### src/design/bdpc_pkg.sv
`default_nettype none

package bdpc_pkg;

   // time arithmetic is modulo 2^TIME_WIDTH; matches the timestamp field
   localparam int TIME_WIDTH = 32;
   localparam int CFG_WIDTH  = 16;
   localparam int EV_WIDTH   = 3;
   localparam int IDX_WIDTH  = 1;

   // request and response packing
   localparam int REQ_FIELDS_W = 1 + TIME_WIDTH;
   localparam int REQ_DATA_W   = ((REQ_FIELDS_W + 7) / 8) * 8;
   localparam int RSP_DATA_W   = ((EV_WIDTH + 7) / 8) * 8;

   // register indexes
   localparam logic [IDX_WIDTH-1:0] REG_DEBOUNCE_TIME   = 1'd0;
   localparam logic [IDX_WIDTH-1:0] REG_LONG_PRESS_TIME = 1'd1;

   // event codes
   localparam logic [EV_WIDTH-1:0] EV_NONE     = 3'd0;
   localparam logic [EV_WIDTH-1:0] EV_PRESSED  = 3'd1;
   localparam logic [EV_WIDTH-1:0] EV_SHORT    = 3'd2;
   localparam logic [EV_WIDTH-1:0] EV_LONG     = 3'd3;
   localparam logic [EV_WIDTH-1:0] EV_RELEASED = 3'd4;

   localparam logic [CFG_WIDTH-1:0] DEBOUNCE_RESET   = 16'd50;
   localparam logic [CFG_WIDTH-1:0] LONG_PRESS_RESET = 16'd1000;

   typedef struct packed {
      logic [CFG_WIDTH-1:0] debounce_time;
      logic [CFG_WIDTH-1:0] long_press_time;
   } cfg_type;

   typedef struct packed {
      logic stable_level;
      logic long_reported;
   } status_type;

endpackage

`default_nettype wire

### src/design/button_debounce_press_classifier_top.sv
`default_nettype none

// Button debounce and press classifier.
//
// Request channel (req_*): one sample per request, the raw button level and
// a millisecond timestamp. Response channel (rsp_*): exactly one event code
// per request, in request order (none, pressed, short press, long press,
// released).
// Configuration (csr_*): index 0 debounce time, index 1 long press time,
// both 16 bit; write only while no request is in flight.
//
// A request goes to the sample register, then the response register that
// drives rsp_tvalid. Throughput: one request per cycle unless stalled; the
// sample register feeds one pass of subtract and compare logic that updates
// the button state and loads the response register in the same cycle.
// When the receiver stalls, the response register holds its event and the
// sample register holds one more request; req_tready then drops until the
// response is taken.
// Reset (synchronous, active high) empties both registers, clears the
// button state and restores debounce 50 ms and long press 1000 ms.

module button_debounce_press_classifier_top
   import bdpc_pkg::*;
(
   input  wire logic                  clock,
   input  wire logic                  reset,
   input  wire logic                  req_tvalid,
   output logic                       req_tready,
   input  wire logic [REQ_DATA_W-1:0] req_tdata,   // raw_level, now_time, zero fill
   output logic                       rsp_tvalid,
   input  wire logic                  rsp_tready,
   output logic [RSP_DATA_W-1:0]      rsp_tdata,   // event_res, zero fill
   input  wire logic                  csr_wr_en,
   input  wire logic [IDX_WIDTH-1:0]  csr_index,
   input  wire logic [CFG_WIDTH-1:0]  csr_wdata
);

   cfg_type    cfg;
   status_type status;

   // sample register
   logic                  smp_valid_ff, smp_valid_in;
   logic                  smp_raw_ff;
   logic [TIME_WIDTH-1:0] smp_time_ff;

   // response register
   logic                  rsp_valid_ff, rsp_valid_in;
   logic [EV_WIDTH-1:0]   rsp_event_ff;

   logic                  advance;
   logic                  req_take;
   logic [EV_WIDTH-1:0]   event_res;

   // the sample moves on whenever the response slot is free or being emptied
   assign advance    = smp_valid_ff && (!rsp_valid_ff || rsp_tready);
   assign req_tready = !smp_valid_ff || advance;
   assign req_take   = req_tvalid && req_tready;

   assign smp_valid_in = req_take || (smp_valid_ff && !advance);
   assign rsp_valid_in = advance || (rsp_valid_ff && !rsp_tready);

   always_ff @(posedge clock) begin
      if (reset) begin
         smp_valid_ff <= 1'b0;
         rsp_valid_ff <= 1'b0;
      end else begin
         smp_valid_ff <= smp_valid_in;
         rsp_valid_ff <= rsp_valid_in;
      end
   end

   always_ff @(posedge clock) begin
      if (req_take) begin
         smp_raw_ff  <= req_tdata[0];
         smp_time_ff <= req_tdata[TIME_WIDTH:1];
      end
      if (advance) begin
         rsp_event_ff <= event_res;
      end
   end

   bdpc_cfg u_cfg (
      .clock     (clock),
      .reset     (reset),
      .csr_wr_en (csr_wr_en),
      .csr_index (csr_index),
      .csr_wdata (csr_wdata),
      .cfg       (cfg)
   );

   bdpc_classify u_classify (
      .clock     (clock),
      .reset     (reset),
      .advance   (advance),
      .raw_level (smp_raw_ff),
      .now_time  (smp_time_ff),
      .cfg       (cfg),
      .event_res (event_res),
      .status    (status)
   );

   assign rsp_tvalid = rsp_valid_ff;
   assign rsp_tdata  = {{(RSP_DATA_W - EV_WIDTH){1'b0}}, rsp_event_ff};

   // a long press event leaves the latch set
   a_long_latch: assert property (@(posedge clock) disable iff (reset)
      advance && (event_res == EV_LONG) |=> status.long_reported)
      else $error("long press reported without latching");

   // a press event leaves the button down with the latch cleared
   a_press_state: assert property (@(posedge clock) disable iff (reset)
      advance && (event_res == EV_PRESSED) |=> status.stable_level && !status.long_reported)
      else $error("press event without state update");

   // no long press while the button is up
   a_long_needs_press: assert property (@(posedge clock) disable iff (reset)
      advance && (event_res == EV_LONG) |-> status.stable_level)
      else $error("long press while released");

   // a held sample with a stalled response blocks new requests
   a_stall_blocks: assert property (@(posedge clock) disable iff (reset)
      smp_valid_ff && rsp_valid_ff && !rsp_tready |-> !req_tready)
      else $error("request taken while pipeline full");

   // reset leaves both registers empty
   a_reset_empty: assert property (@(posedge clock)
      reset |=> !rsp_tvalid && req_tready)
      else $error("pipeline not empty after reset");

endmodule

`default_nettype wire

### src/design/bdpc_cfg.sv
`default_nettype none

module bdpc_cfg
   import bdpc_pkg::*;
(
   input  wire logic                 clock,
   input  wire logic                 reset,
   input  wire logic                 csr_wr_en,
   input  wire logic [IDX_WIDTH-1:0] csr_index,
   input  wire logic [CFG_WIDTH-1:0] csr_wdata,
   output cfg_type                   cfg
);

   cfg_type cfg_ff;
   cfg_type cfg_in;

   always_comb begin
      cfg_in = cfg_ff;
      if (csr_wr_en) begin
         unique case (csr_index)
            REG_DEBOUNCE_TIME:   cfg_in.debounce_time   = csr_wdata;
            REG_LONG_PRESS_TIME: cfg_in.long_press_time = csr_wdata;
            default:             cfg_in = cfg_ff;
         endcase
      end
   end

   always_ff @(posedge clock) begin
      if (reset) begin
         cfg_ff.debounce_time   <= DEBOUNCE_RESET;
         cfg_ff.long_press_time <= LONG_PRESS_RESET;
      end else begin
         cfg_ff <= cfg_in;
      end
   end

   assign cfg = cfg_ff;

endmodule

`default_nettype wire

### src/design/bdpc_classify.sv
`default_nettype none

module bdpc_classify
   import bdpc_pkg::*;
(
   input  wire logic                  clock,
   input  wire logic                  reset,
   input  wire logic                  advance,
   input  wire logic                  raw_level,
   input  wire logic [TIME_WIDTH-1:0] now_time,
   input  wire cfg_type               cfg,
   output logic [EV_WIDTH-1:0]        event_res,
   output status_type                 status
);

   logic                  last_raw_ff,          last_raw_in;
   logic                  stable_level_ff,      stable_level_in;
   logic [TIME_WIDTH-1:0] raw_change_stamp_ff,  raw_change_stamp_in;
   logic [TIME_WIDTH-1:0] press_start_stamp_ff, press_start_stamp_in;
   logic                  long_reported_ff,     long_reported_in;

   logic [TIME_WIDTH-1:0] since_change;
   logic [TIME_WIDTH-1:0] since_press;
   logic                  edge_ok;

   assign last_raw_in         = raw_level;
   assign raw_change_stamp_in = (raw_level != last_raw_ff) ? now_time : raw_change_stamp_ff;
   assign since_change        = now_time - raw_change_stamp_in;
   assign since_press         = now_time - press_start_stamp_ff;
   assign edge_ok = (last_raw_in != stable_level_ff) &&
                    (since_change >= TIME_WIDTH'(cfg.debounce_time));

   always_comb begin
      stable_level_in      = stable_level_ff;
      press_start_stamp_in = press_start_stamp_ff;
      long_reported_in     = long_reported_ff;
      event_res            = EV_NONE;
      if (edge_ok) begin
         stable_level_in = last_raw_in;
         if (last_raw_in) begin
            press_start_stamp_in = now_time;
            long_reported_in     = 1'b0;
            event_res            = EV_PRESSED;
         end else begin
            event_res = long_reported_ff ? EV_RELEASED : EV_SHORT;
         end
      end else if (stable_level_ff && !long_reported_ff && (cfg.long_press_time != '0) &&
                   (since_press >= TIME_WIDTH'(cfg.long_press_time))) begin
         long_reported_in = 1'b1;
         event_res        = EV_LONG;
      end
   end

   always_ff @(posedge clock) begin
      if (reset) begin
         last_raw_ff          <= 1'b0;
         stable_level_ff      <= 1'b0;
         raw_change_stamp_ff  <= '0;
         press_start_stamp_ff <= '0;
         long_reported_ff     <= 1'b0;
      end else if (advance) begin
         last_raw_ff          <= last_raw_in;
         stable_level_ff      <= stable_level_in;
         raw_change_stamp_ff  <= raw_change_stamp_in;
         press_start_stamp_ff <= press_start_stamp_in;
         long_reported_ff     <= long_reported_in;
      end
   end

   assign status.stable_level  = stable_level_ff;
   assign status.long_reported = long_reported_ff;

endmodule

`default_nettype wire

### config.mk
export PLATFORM = sky130hd
export DESIGN_NAME = button_debounce_press_classifier_top
export DESIGN_NICKNAME = d
export VERILOG_FILES = /design/src/design/bdpc_pkg.sv /design/src/design/button_debounce_press_classifier_top.sv /design/src/design/bdpc_cfg.sv /design/src/design/bdpc_classify.sv
export SDC_FILE = /design/constraint.sdc
export NUM_CORES = 1
export LEC_CHECK = 0
export ABC_AREA = 1
export BUFFER_PORTS_ARGS = -buffer_cell sky130_fd_sc_hd__buf_2
export CAP_MARGIN = 5
export CELL_PAD_IN_SITES_DETAIL_PLACEMENT = 0
export CELL_PAD_IN_SITES_GLOBAL_PLACEMENT = 1
export CORE_MARGIN = 4
export CORE_UTILIZATION = 40
export DETAILED_ROUTE_END_ITERATION = 12
export PLACE_DENSITY_LB_ADDON = 0.3
export SLEW_MARGIN = 40
export SYNTH_ARGS = -nofsm -noshare
export SYNTH_HDL_FRONTEND = slang
export SYNTH_SLANG_ARGS = --single-unit
### constraint.sdc
create_clock -name clock -period 4 [get_ports clock]
set_input_delay 0 -clock clock [delete_from_list [all_inputs] [get_ports clock]]
set_output_delay 0 -clock clock [all_outputs]
set_load 0.1 [all_outputs]
==> flow_summary.ini <==
[grt]
antenna_found_initial = 0
grt_max_degree = 61
grt.total_usage_pct = 22.6
gr-usage-met1_pct = 31.6
grt_pass1_wl_microns = 52400
grt-busiest-layer = met2
met3_usage_pct = 2.60
first_global_vias = 10300
grt-ovfl-total = 0
use_met2_pct = 36.9

[worst_setup_path]
criticalPathCategory = reg -> reg
worst_setup_path_end_kind = flip-flop
worstRegToRegCells = 33
critPathMaxFanout = 8
startpoint_type = flip-flop
crit_required_ps = 4360
reg2reg_from = smp_raw_ff
cp_slowest_stage_delay_ps = 470
r2r_end = u_classify.press_start_stamp_ff[15]
path_buf_inv = 6
rrSetupSlack_ps = -80
worstPathArrival_ps = 4440
crit_slowest_cell = edfxtp_1
startpoint = smp_raw_ff
cp_top_family = simple AND/OR/NAND/NOR gates

[synthesis]
synth_edf_count = 36
ys_ff_latch = 137
synth.most_common_cell = nand2_1
synth_area_sq_mm = 0.0105
synth-seq-area-share_pct = 29.5
postSynthCellCount = 1589
yosysTopAreaCell = dfxtp_1
synthDistinctLibCells = 46
synth_top_area_share_pct = 19.2
synth_warnings = 0
synthArstFlopShare_pct = 0
avgSynthCellArea_sq_um = 6.62
ys_top_cells_by_area = dfxtp_1 19%, nand2_1 14%, inv_1 10%, edfxtp_1 10%, ha_1 10%
synth_ff_type = dfxtp_1
synth_common_cells = 388 x nand2_1, 292 x inv_1, 138 x nor2_1

[finish]
final_core_util_pct = 52.1
area_growth_pct = 28.7
final_cell_area_sq_mm = 0.0135
area.sequential_sq_mm = 0.00310
diodes = 0
n_fill_cell = 2610
drive_above_1_share_pct = 17.8
multi_input_area_sq_mm = 0.00648
num-nets-final = 1943

[place]
dp_hpwl_microns = 25000
dpl_cell_area_sq_mm = 0.0117
dp_worst_setup_slack_ps = -157
io_buffers = 59
gp_congestion = 0.924

[die]
die-area_sq_mm = 0.0290
die_w_microns = 170
start_util_pct = 40.5
ios = 72
core-area_sq_mm = 0.0260
die_h_microns = 170
num_rows = 59

[sta]
rsz0062_at_grt = true
fin_ws_ps = -83.3
setup-violations-final = 33
min_period_ps = 4080
whs_ps = 95.1
min_period_over_period_pct = 102
max_freq_ghz = 0.245
hold_viol_final = 0
slew_headroom_pct = 56.6
report.final.slew_viol_count = 0
finClkSkew_ps = 11.9
tightestPinTransition_ps = 651

[drt]
viasPerCell = 4.98
vias = 10700
wirelength_microns = 33400
dr.first_iter.drc_count = 828
antenna_left = 0
routedWlPerCell_microns = 15.6
dr.pass1.iters = 5
drc = 0

[clocking]
cts_buffers = 17
cts.clk_slew.worst_paths_ps = 70
cts_tree = done
cts.path.max_buffers = 2
cts-root-buf = clkbuf_16
clk_latency_ps = 420
h-tree-depth = 4
clock-sinks = 137

[hold_path]
holdCritStartpoint = csr_wr_en
whs_path_depth = 5
hold_end = u_cfg.cfg[21]
hold_path.class = in -> reg

[power]
ir_drop_mv = 0.282
power_leakage_nw = 6.60
power.density_mw_per_mm2 = 375

[run_status]
violations = setup timing
status = complete, but fails checks

[run]
cap_violations = 0
==> report_power, final <==
group          total, mW  switching (mW)  leakage, nW  internal (mW)
sequential          1.57          0.0617         1.18           1.51
clock               1.64           0.676        0.306          0.966
combinational       1.87            1.10         5.11          0.772
==> metrics by stage <==
| stage | TNS, ps | std cells | power [mW] |
|---|---|---|---|
| floorplan | 0 | 1593 | 2.70 |
| global placement | -2770 | 2029 | 3.21 |
| detailed placement | -4990 | 2029 | 3.23 |
| CTS | -2150 | 2135 | 4.99 |
| global route | -12670 | 2144 | 5.39 |
| finish | -1930 | 2144 | 5.08 |
==> logic make-up after synthesis <==
| logic type | synth area share [%] |
|---|---|
| AO/OA/AOI/OAI | 15.0 |
| XOR/XNOR | 2.91 |
| adder cells (fa/ha/maj) | 10.2 |
| buffers and inverters | 13.0 |
| flip-flops | 29.5 |
| other | 0.0357 |
| AND/OR/NAND/NOR | 29.3 |
==> flip-flops by register name, indices dropped and copies added (netlist names) <==
name                             count
smp_time_ff                         32
u_cfg.cfg                           32
u_classify.press_start_stamp_ff     32
u_classify.raw_change_stamp_ff      32
rsp_event_ff                         3
rsp_tvalid                           1
smp_raw_ff                           1
smp_valid_ff                         1
u_classify.last_raw_ff               1
u_classify.long_reported_ff          1
u_classify.stable_level_ff           1
==> worst register-to-register path: cells and delay by family, from the launching register on <==
| family | cells | cell delay (ps) |
|---|---|---|
| AND/OR/NAND/NOR | 22 | 2020 |
| buffers and inverters | 6 | 620 |
| flip-flops | 1 | 470 |
| adder cells (fa/ha/maj) | 2 | 450 |
| AO/OA/AOI/OAI | 2 | 310 |
| XOR/XNOR | 1 | 170 |
==> worst max-delay path by stage <==
stage / slack [ps] / endpoint / cells after the start
CTS: -80 / u_classify.press_start_stamp_ff[19] / 35
detailed placement: -160 / u_classify.press_start_stamp_ff[19] / 35
finish: -80 / u_classify.press_start_stamp_ff[15] / 33
global route: -410 / u_classify.press_start_stamp_ff[30] / 33
floorplan: 20 / u_classify.press_start_stamp_ff[13] / 35
global placement: -100 / u_classify.press_start_stamp_ff[22] / 35
==> area by class of cell <==
type	count	share of cell area, %
multi-input cells	1114	47.9
flip-flops and latches	137	22.9
well taps	335	3.10
inverters	302	8.41
repair buffers	224	13.1
clock buffers	20	3.61
clock inverters	12	0.924
==> timing repair <==
item,4_1_cts,5_1_grt
buffers inserted,15,8
endpoints found under the hold margin,68,0
pin swaps,31,47
setup endpoints to repair,37,37
gates cloned,3,1
resized for setup,61,66
hold buffers,57,0
==> routing by layer <==
layer / part of all wire (%) / up-vias
met5: 0 / -
met4: 2.3 / 0
met3: 3.4 / 54
met2: 46 / 222
met1: 49 / 4867
li1: - / 5528
==> cell usage in the layout, fill, tap and decap left out, types with 42 or more instances in the layout <==
master	instances
nand2_1	365
inv_1	286
nor2_1	128
dfxtp_1	100
a21oi_1	99
buf_4	95
o21ai_0	86
ha_1	82
nand3_1	73
buf_2	59
dlygate4sd3_1	57
o211ai_1	42
Power figures use the tool's default switching activity.
